<file path="src/design/kpel_pkg.sv">
`timescale 1ns / 1ps
`default_nettype none
// ----------------------------------------------------------------------------
// kpel_pkg
// Shared constants and types for the key press edge logger.
// ----------------------------------------------------------------------------
package kpel_pkg;

  localparam int unsigned KEY_COUNT   = 24;
  localparam int unsigned PORT_COUNT  = 3;
  localparam int unsigned PORT_W      = 8;
  localparam int unsigned IDX_W       = 5;
  localparam int unsigned LOG_DEPTH   = 8;
  localparam int unsigned QUEUE_DEPTH = 2;

  localparam logic [IDX_W-1:0] NO_KEY_CODE = 5'd31;
  // Port number of the last port visited for one bit position.
  localparam logic [1:0] LAST_PORT = 2'(PORT_COUNT - 1);

  typedef logic [KEY_COUNT-1:0] key_mask_t;

  // Queue fill status, seen by the top level.
  typedef struct packed {
    logic       full;
    logic [1:0] level;
  } queue_stat_t;

  // Walker status, seen by the top level.
  typedef struct packed {
    logic mask_empty;
  } back_stat_t;

endpackage : kpel_pkg
`default_nettype wire

</file>
<file path="src/design/kpel_front.sv">
`timescale 1ns / 1ps
`default_nettype none
// ----------------------------------------------------------------------------
// kpel_front
// Accept scans, find newly pressed keys, queue non-empty press masks.
// ----------------------------------------------------------------------------
module kpel_front (
  input  wire                     clk_i,
  input  wire                     rst_ni,
  input  wire                     scan_valid_i,
  output logic                    scan_ready_o,
  input  wire  [23:0]             scan_keys_i,
  output logic                    push_valid_o,
  input  wire                     push_ready_i,
  output kpel_pkg::key_mask_t     push_mask_o
);
  import kpel_pkg::*;

  key_mask_t prev_q, prev_d;
  key_mask_t rising;
  logic      accept;

  assign scan_ready_o = push_ready_i;
  assign accept       = scan_valid_i && scan_ready_o;
  assign rising       = scan_keys_i & ~prev_q;

  // Drop scans with no new press: they produce no result.
  assign push_valid_o = accept && (rising != '0);
  assign push_mask_o  = rising;

  always_comb begin
    prev_d = prev_q;
    if (accept) begin
      prev_d = scan_keys_i;
    end
  end

  always_ff @(posedge clk_i or negedge rst_ni) begin
    if (!rst_ni) begin
      prev_q <= '0;
    end else begin
      prev_q <= prev_d;
    end
  end

endmodule : kpel_front
`default_nettype wire

</file>
<file path="src/design/kpel_queue.sv">
`timescale 1ns / 1ps
`default_nettype none
// ----------------------------------------------------------------------------
// kpel_queue
// Two-entry queue of press masks between front and back.
// ----------------------------------------------------------------------------
module kpel_queue (
  input  wire                     clk_i,
  input  wire                     rst_ni,
  input  wire                     push_valid_i,
  output logic                    push_ready_o,
  input  wire  kpel_pkg::key_mask_t push_mask_i,
  output logic                    pop_valid_o,
  input  wire                     pop_ready_i,
  output kpel_pkg::key_mask_t     pop_mask_o,
  output kpel_pkg::queue_stat_t   stat_o
);
  import kpel_pkg::*;

  key_mask_t  mem_q [QUEUE_DEPTH];
  logic       wr_ptr_q, wr_ptr_d;
  logic       rd_ptr_q, rd_ptr_d;
  logic [1:0] level_q, level_d;
  logic       do_push, do_pop;

  assign push_ready_o = (level_q != 2'(QUEUE_DEPTH));
  assign pop_valid_o  = (level_q != 2'd0);
  assign pop_mask_o   = mem_q[rd_ptr_q];
  assign do_push      = push_valid_i && push_ready_o;
  assign do_pop       = pop_valid_o && pop_ready_i;

  assign stat_o.full  = !push_ready_o;
  assign stat_o.level = level_q;

  always_comb begin
    wr_ptr_d = wr_ptr_q;
    rd_ptr_d = rd_ptr_q;
    level_d  = level_q;
    if (do_push) begin
      wr_ptr_d = ~wr_ptr_q;
    end
    if (do_pop) begin
      rd_ptr_d = ~rd_ptr_q;
    end
    if (do_push && !do_pop) begin
      level_d = level_q + 2'd1;
    end else if (do_pop && !do_push) begin
      level_d = level_q - 2'd1;
    end
  end

  always_ff @(posedge clk_i or negedge rst_ni) begin
    if (!rst_ni) begin
      wr_ptr_q <= 1'b0;
      rd_ptr_q <= 1'b0;
      level_q  <= 2'd0;
    end else begin
      wr_ptr_q <= wr_ptr_d;
      rd_ptr_q <= rd_ptr_d;
      level_q  <= level_d;
    end
  end

  always_ff @(posedge clk_i) begin
    if (do_push) begin
      mem_q[wr_ptr_q] <= push_mask_i;
    end
  end

endmodule : kpel_queue
`default_nettype wire

</file>
<file path="src/design/kpel_back.sv">
`timescale 1ns / 1ps
`default_nettype none
// ----------------------------------------------------------------------------
// kpel_back
// Walk a press mask one key per cycle in interleaved order while the output
// is not stalled, emit indexes, keep the log of recent presses.
// ----------------------------------------------------------------------------
module kpel_back (
  input  wire                     clk_i,
  input  wire                     rst_ni,
  input  wire                     pop_valid_i,
  output logic                    pop_ready_o,
  input  wire  kpel_pkg::key_mask_t pop_mask_i,
  output logic                    out_valid_o,
  input  wire                     out_ready_i,
  output logic [kpel_pkg::IDX_W-1:0] out_index_o,
  output logic                    out_last_o,
  output kpel_pkg::back_stat_t    stat_o
);
  import kpel_pkg::*;

  key_mask_t        mask_q, mask_d;
  logic [1:0]       port_q, port_d;
  logic [2:0]       bit_q, bit_d;
  logic             ovalid_q, ovalid_d;
  logic [IDX_W-1:0] oindex_q, oindex_d;
  logic             olast_q, olast_d;
  logic [IDX_W-1:0] log_q [LOG_DEPTH];

  logic             advance;
  logic             mask_empty;
  logic [IDX_W-1:0] pos;
  key_mask_t        pos_bit;
  key_mask_t        mask_rest;
  logic             hit;

  assign advance    = !ovalid_q || out_ready_i;
  assign mask_empty = (mask_q == '0);
  // Key index is port * 8 + bit.
  assign pos        = {port_q, bit_q};
  assign pos_bit    = KEY_COUNT'(1) << pos;
  assign mask_rest  = mask_q & ~pos_bit;
  assign hit        = advance && !mask_empty && mask_q[pos];

  assign pop_ready_o  = advance && mask_empty;
  assign out_valid_o  = ovalid_q;
  assign out_index_o  = oindex_q;
  assign out_last_o   = olast_q;
  assign stat_o.mask_empty = mask_empty;

  always_comb begin
    mask_d   = mask_q;
    port_d   = port_q;
    bit_d    = bit_q;
    ovalid_d = ovalid_q;
    oindex_d = oindex_q;
    olast_d  = olast_q;
    if (advance) begin
      ovalid_d = 1'b0;
      if (mask_empty) begin
        if (pop_valid_i) begin
          mask_d = pop_mask_i;
          port_d = 2'd0;
          bit_d  = 3'd0;
        end
      end else begin
        if (mask_q[pos]) begin
          ovalid_d = 1'b1;
          oindex_d = pos;
          olast_d  = (mask_rest == '0);
          mask_d   = mask_rest;
        end
        // Step to the next port, then to the next bit position.
        if (port_q == LAST_PORT) begin
          port_d = 2'd0;
          bit_d  = bit_q + 3'd1;
        end else begin
          port_d = port_q + 2'd1;
        end
      end
    end
  end

  always_ff @(posedge clk_i or negedge rst_ni) begin
    if (!rst_ni) begin
      mask_q   <= '0;
      port_q   <= 2'd0;
      bit_q    <= 3'd0;
      ovalid_q <= 1'b0;
    end else begin
      mask_q   <= mask_d;
      port_q   <= port_d;
      bit_q    <= bit_d;
      ovalid_q <= ovalid_d;
    end
  end

  always_ff @(posedge clk_i) begin
    oindex_q <= oindex_d;
    olast_q  <= olast_d;
  end

  // Push each emitted index onto the front of the log, drop the oldest.
  always_ff @(posedge clk_i or negedge rst_ni) begin
    if (!rst_ni) begin
      for (int k = 0; k < LOG_DEPTH; k++) begin
        log_q[k] <= NO_KEY_CODE;
      end
    end else if (hit) begin
      for (int k = LOG_DEPTH - 1; k > 0; k--) begin
        log_q[k] <= log_q[k-1];
      end
      log_q[0] <= pos;
    end
  end

endmodule : kpel_back
`default_nettype wire

</file>
<file path="src/design/key_press_edge_logger_top.sv">
`timescale 1ns / 1ps
`default_nettype none
// ----------------------------------------------------------------------------
// key_press_edge_logger_top
// Report keys newly pressed between two 24-key scans.
// ----------------------------------------------------------------------------
// Usage:
//   Slave channel s_axis_*: one transaction is one scan of 24 key bits,
//   three port bytes packed in tdata. A set bit means the key is down.
//   Master channel m_axis_*: one transaction per newly pressed key, the
//   key index in tdata and tlast on the final index of that scan. A scan
//   with no new press yields no transaction at all.
//   Keys are reported in interleaved order: bit i of port A, then B, then
//   C, for i from 0 up, giving indexes i, i+8 and i+16.
// Data flow:
//   The front updates the previous scan in the accept cycle and queues the
//   press mask. The back walker visits one key position per cycle while
//   the output is not stalled, loading each mask and then stepping through
//   the positions up to the last new press of that scan. The two-entry
//   mask queue lets two further scans be taken while the walker is busy.
// Reset:
//   Clear the previous scan to no key down, empty the queue, and fill the
//   recent-press log with the no-key code.
// Output stall:
//   A held result register stops the walker; the queue then fills and
//   s_axis_tready_o drops until the walker frees an entry.
// ----------------------------------------------------------------------------
module key_press_edge_logger_top (
  input  wire         clk_i,
  input  wire         rst_ni,
  input  wire         s_axis_tvalid_i,
  output logic        s_axis_tready_o,
  // [7:0] port_a_bits, [15:8] port_b_bits, [23:16] port_c_bits
  input  wire  [23:0] s_axis_tdata_i,
  output logic        m_axis_tvalid_o,
  input  wire         m_axis_tready_i,
  // [4:0] pressed_index, [7:5] zero
  output logic [7:0]  m_axis_tdata_o,
  output logic        m_axis_tlast_o
);
  import kpel_pkg::*;

  logic             push_valid;
  logic             push_ready;
  key_mask_t        push_mask;
  logic             pop_valid;
  logic             pop_ready;
  key_mask_t        pop_mask;
  queue_stat_t      queue_stat;
  back_stat_t       back_stat;
  logic [IDX_W-1:0] out_index;

  // Front: edge detect against the previous scan.
  kpel_front u_front (
    .clk_i        (clk_i),
    .rst_ni       (rst_ni),
    .scan_valid_i (s_axis_tvalid_i),
    .scan_ready_o (s_axis_tready_o),
    .scan_keys_i  (s_axis_tdata_i),
    .push_valid_o (push_valid),
    .push_ready_i (push_ready),
    .push_mask_o  (push_mask)
  );

  // Decouple the front from the walker.
  kpel_queue u_queue (
    .clk_i        (clk_i),
    .rst_ni       (rst_ni),
    .push_valid_i (push_valid),
    .push_ready_o (push_ready),
    .push_mask_i  (push_mask),
    .pop_valid_o  (pop_valid),
    .pop_ready_i  (pop_ready),
    .pop_mask_o   (pop_mask),
    .stat_o       (queue_stat)
  );

  // Back: walk the mask and emit indexes.
  kpel_back u_back (
    .clk_i       (clk_i),
    .rst_ni      (rst_ni),
    .pop_valid_i (pop_valid),
    .pop_ready_o (pop_ready),
    .pop_mask_i  (pop_mask),
    .out_valid_o (m_axis_tvalid_o),
    .out_ready_i (m_axis_tready_i),
    .out_index_o (out_index),
    .out_last_o  (m_axis_tlast_o),
    .stat_o      (back_stat)
  );

  assign m_axis_tdata_o = {3'b000, out_index};

  // A held result is the last of its scan exactly when no key is left to walk.
  a_last_matches_walker : assert property (
    @(posedge clk_i) disable iff (!rst_ni)
    m_axis_tvalid_o |-> (m_axis_tlast_o == back_stat.mask_empty)
  ) else $error("tlast disagrees with walker state");

  // Never report an index outside the key range.
  a_index_in_range : assert property (
    @(posedge clk_i) disable iff (!rst_ni)
    m_axis_tvalid_o |-> (out_index < IDX_W'(KEY_COUNT))
  ) else $error("pressed index out of range");

  // The queue must not be written when full.
  a_no_push_when_full : assert property (
    @(posedge clk_i) disable iff (!rst_ni)
    push_valid |-> !queue_stat.full
  ) else $error("push into full queue");

  // The walker only loads a new mask once the previous one is done.
  a_pop_only_when_idle : assert property (
    @(posedge clk_i) disable iff (!rst_ni)
    (pop_valid && pop_ready) |-> (back_stat.mask_empty && (queue_stat.level != 2'd0))
  ) else $error("mask loaded while walker busy");

endmodule : key_press_edge_logger_top
`default_nettype wire
</file>
<file path="config.mk">
export PLATFORM = sky130hd
export DESIGN_NAME = key_press_edge_logger_top
export DESIGN_NICKNAME = d
export VERILOG_FILES = /design/src/design/kpel_pkg.sv /design/src/design/kpel_front.sv /design/src/design/kpel_queue.sv /design/src/design/kpel_back.sv /design/src/design/key_press_edge_logger_top.sv
export SDC_FILE = /design/constraint.sdc
export NUM_CORES = 1
export LEC_CHECK = 0
export BUFFER_PORTS_ARGS = -buffer_cell sky130_fd_sc_hd__buf_2
export CAP_MARGIN = 15
export CORE_ASPECT_RATIO = 1.75
export CORE_UTILIZATION = 32
export CTS_CLUSTER_SIZE = 16
export DETAILED_ROUTE_END_ITERATION = 8
export PLACE_DENSITY = 0.6
export SYNTH_ARGS = -nofsm -noshare
export SYNTH_HDL_FRONTEND = slang
export SYNTH_SLANG_ARGS = --single-unit
</file>
<file path="constraint.sdc">
create_clock -name clk_i -period 2.5 [get_ports clk_i]
set_input_delay 0.375 -clock clk_i [delete_from_list [all_inputs] [get_ports clk_i]]
set_output_delay 0.375 -clock clk_i [all_outputs]
set_load 0.1 [all_outputs]
</file>
==> summary.txt <==
Global routing
  – Overflow after GRT: 0
  – Initial antenna violation count: 0
  – Number of global-route vias before repair: 3783
  – All-layer global routing usage: 16.74%
  – Largest net degree at the start of global routing: 49
  – First-pass GRT wire length: 20.98 mm

Route
  – 1st-pass router iterations: 4
  – Vias per std cell: 5.357
  – WL per Instance: 19.76 um
  – Vias: 3616
  – Routed Wire Length: 13.34 mm
  – Post-DRT Antenna Nets: 0
  – DR DRC count: 0
  – Initial DRC Count: 235

STA
  – Final Worst Setup Slack: 0.1967 ns
  – Max_slew headroom: 55.08%
  – Max-slew violation count: 0
  – Hold WS: 0.2665 ns
  – Worst-Margin Slew: 0.6724 ns
  – Final setup fails: 0
  – RSZ-0062 raised after global routing: false
  – Period utilization: 92.13%
  – Final Critical Period: 2.303 ns
  – Hold Vio Cnt, Final: 0
  – Clock Skew: 0.01099 ns
  – FMAX: 434.2 MHz

Finish
  – Nets: 516
  – Design area: 6130 um2
  – Share of layout cells above drive strength 1: 27.78%
  – Multi-input combinational cell area: 2086 um2
  – Antenna cells: 0
  – Storage element area: 3073 um2
  – Layout area overhead: 16.34%
  – Fillers: 1560

Critical path
  – Delay-heaviest family, CP: simple AND/OR/NAND/NOR gates
  – CP Launch Type: register
  – Critical path data required time: 2.77 ns
  – CP bufs+invs: 1
  – CP endpoint kind: register
  – Max incr delay on CP: 0.50 ns
  – Crit-path cells: nor4_1 > nand4_1 > nor3_4 > inv_2 > ha_1 > xor2_1 > nor2_1 > xor2_1
  – Worst Setup Path Type: reg2reg
  – CP arrival: 2.58 ns
  – Reg2Reg Setup Slack: 0.20 ns
  – Most frequent CP cell: xor2_1
  – Critical path fanouts, max: 4
  – CP max-delay cell: nor4_1

Synthesis
  – Cell variety after synth: 48
  – Syn Inst Count: 423
  – Top post-synthesis cells by area: edfxtp_1 31%, dfrtp_1 28%, mux2_2 10%
  – Dominant synthesized flop cell: dfrtp_1
  – Top cells by count, synth: 58 x dfrtp_1, 54 x edfxtp_1, 48 x mux2_2
  – Post-Syn Area per Cell: 12.46 um2
  – EDFF count, synth: 54
  – Ys async rst share: 51.79%
  – Area leader, netlist: edfxtp_1
  – Yosys warnings: 0
  – Register area share after synthesis: 58.32%
  – Seq cells post-synth: 112
  – Area share of the largest cell type after synthesis: 30.78%
  – Synthesized area: 5269 um2
  – Top-count cell post-synth: dfrtp_1

Place
  – Final GP Congestion: 0.9885
  – Placed cell area: 5808 um2
  – Buffers on Ports: 35
  – Place WS: -0.1558 ns
  – DP HPWL: 10.23 mm

Power and ir drop
  – Lkg Pwr: 2.354 nW
  – IR drop worst, VDD: 0.5559 mV
  – Power per cell area: 1358 nW/um2

Clocking
  – Clock buffer depth: 2
  – CTS tree: done
  – Root Buffer: clkbuf_16
  – Post-CTS setup buffer count: 0
  – Clock sinks: 112
  – Clock H-tree levels: 3
  – Clock latency on the worst-skew pair: 0.35 ns
  – Clock transition at the registers of the reported paths: 0.08 ns
  – Number of buffers created by CTS: 9

Floorplanning
  – Die W: 99.00 um
  – Core area: 16030 um2
  – Starting Density: 32.87%
  – # IOs: 39
  – DIE AREA: 17000 um2
  – Die Span Y: 171.7 um
  – Row count: 61

Run
  – Max-Cap Viols: 0

Hold path
  – Min-Delay Path Class: in2reg

Outcome
  – Run status: finished, final reports clean
[sequential cells by signal (all words and copies together), names as in the netlist]
name / count
u_back.bit_q: 3
u_front.prev_q: 24
u_queue.level_q: 2
u_back.mask_q: 24
u_back.out_last_o: 1
u_back.port_q: 2
u_back.out_index_o: 5
u_queue.rd_ptr_q: 1
u_back.out_valid_o: 1
u_queue.mem_q: 48
u_queue.wr_ptr_q: 1
[worst paths after layout]
| kind | startpoint | endpoint | cells after the start |
|---|---|---|---|
| worst min-delay path | s_axis_tdata_i[12] | u_front.prev_q[12] | 2 |
| worst min register to register | u_front.prev_q[15] | u_front.prev_q[15] | 1 |
| worst max-delay path | u_back.mask_q[4] | u_queue.level_q[1] | 8 |
| max in group asynchronous | rst_ni | u_queue.level_q[0] | 3 |
| worst max register to register | u_back.mask_q[4] | u_queue.level_q[1] | 8 |
| min in group asynchronous | rst_ni | u_front.prev_q[8] | 2 |
[cell usage in the layout, fill, tap and decap left out, types with 6 or more instances in the layout]
cell	synthesis	final
mux2i_1	13	13
a21oi_1	43	43
a211oi_1	12	12
edfxtp_1	54	54
nand3_1	6	6
nor4_1	12	11
nand2_1	36	36
dfrtp_1	58	58
mux2_2	48	48
clkbuf_16	0	9
ha_1	7	7
buf_2	8	35
o21ai_0	6	6
nor2_1	9	9
a41oi_1	12	12
nor2b_1	31	30
buf_4	5	26
[per-stage QoR]
stage          total power [mW]  setup TNS, ns  std cells  util, %
3_3_place_gp              6.884         -3.714        657    36.24
2_1_floorplan             5.641              0        425        -
5_1_grt                   8.801              0        675    38.24
3_5_place_dp              6.907         -5.821        657    36.24
6_report                  8.325              0        675    38.24
4_1_cts                   8.343              0        674    38.12
[routing by layer]
metal / up-vias / share of wire, % / global-route usage [%]
li1: 1709 / - / -
met1: 1768 / 35 / 16.58
met2: 97 / 56 / 31.83
met3: 42 / 2.5 / 2.560
met4: 0 / 6.2 / 11.10
met5: - / 0 / 0
[power breakdown]
part / switching [mW] / internal [mW] / leakage, nW
registers: 0.499 / 2.72 / 1.23
clock network: 0.701 / 0.704 / 0.142
logic: 2.34 / 1.36 / 0.982
[kinds of logic (layout without fill, tap and decap cells)]
family                     count (synthesis)  after routing  synth area share [%]
AOI/OAI and AO/OA                         95             95                 11.52
muxes                                     61             61                 12.73
other                                      1              3               0.07117
and+or+nand+nor                          116            117                 12.04
adders and majority gates                  7              7                 1.662
buffers and inverters                     26             86                 2.826
DFF                                      112            112                 58.32
xor gates and xnor gates                   5              5                0.8313
[layout make-up]
class | instances | share of cell area (%)
flip-flops and latches | 112 | 50.13
multi-input cells | 288 | 34.03
repair buffers | 64 | 6.859
well taps | 189 | 3.858
clock buffers | 10 | 3.735
clock inverters | 6 | 1.021
inverters | 6 | 0.3674
[timing repair]
action                     in CTS  in global routing
gates resized for setup         0                  2
hold buffers                    1                  0
setup endpoints to repair       0                 38
hold endpoints to repair        6                  0
Note: power is estimated with default switching activity, not from simulation.
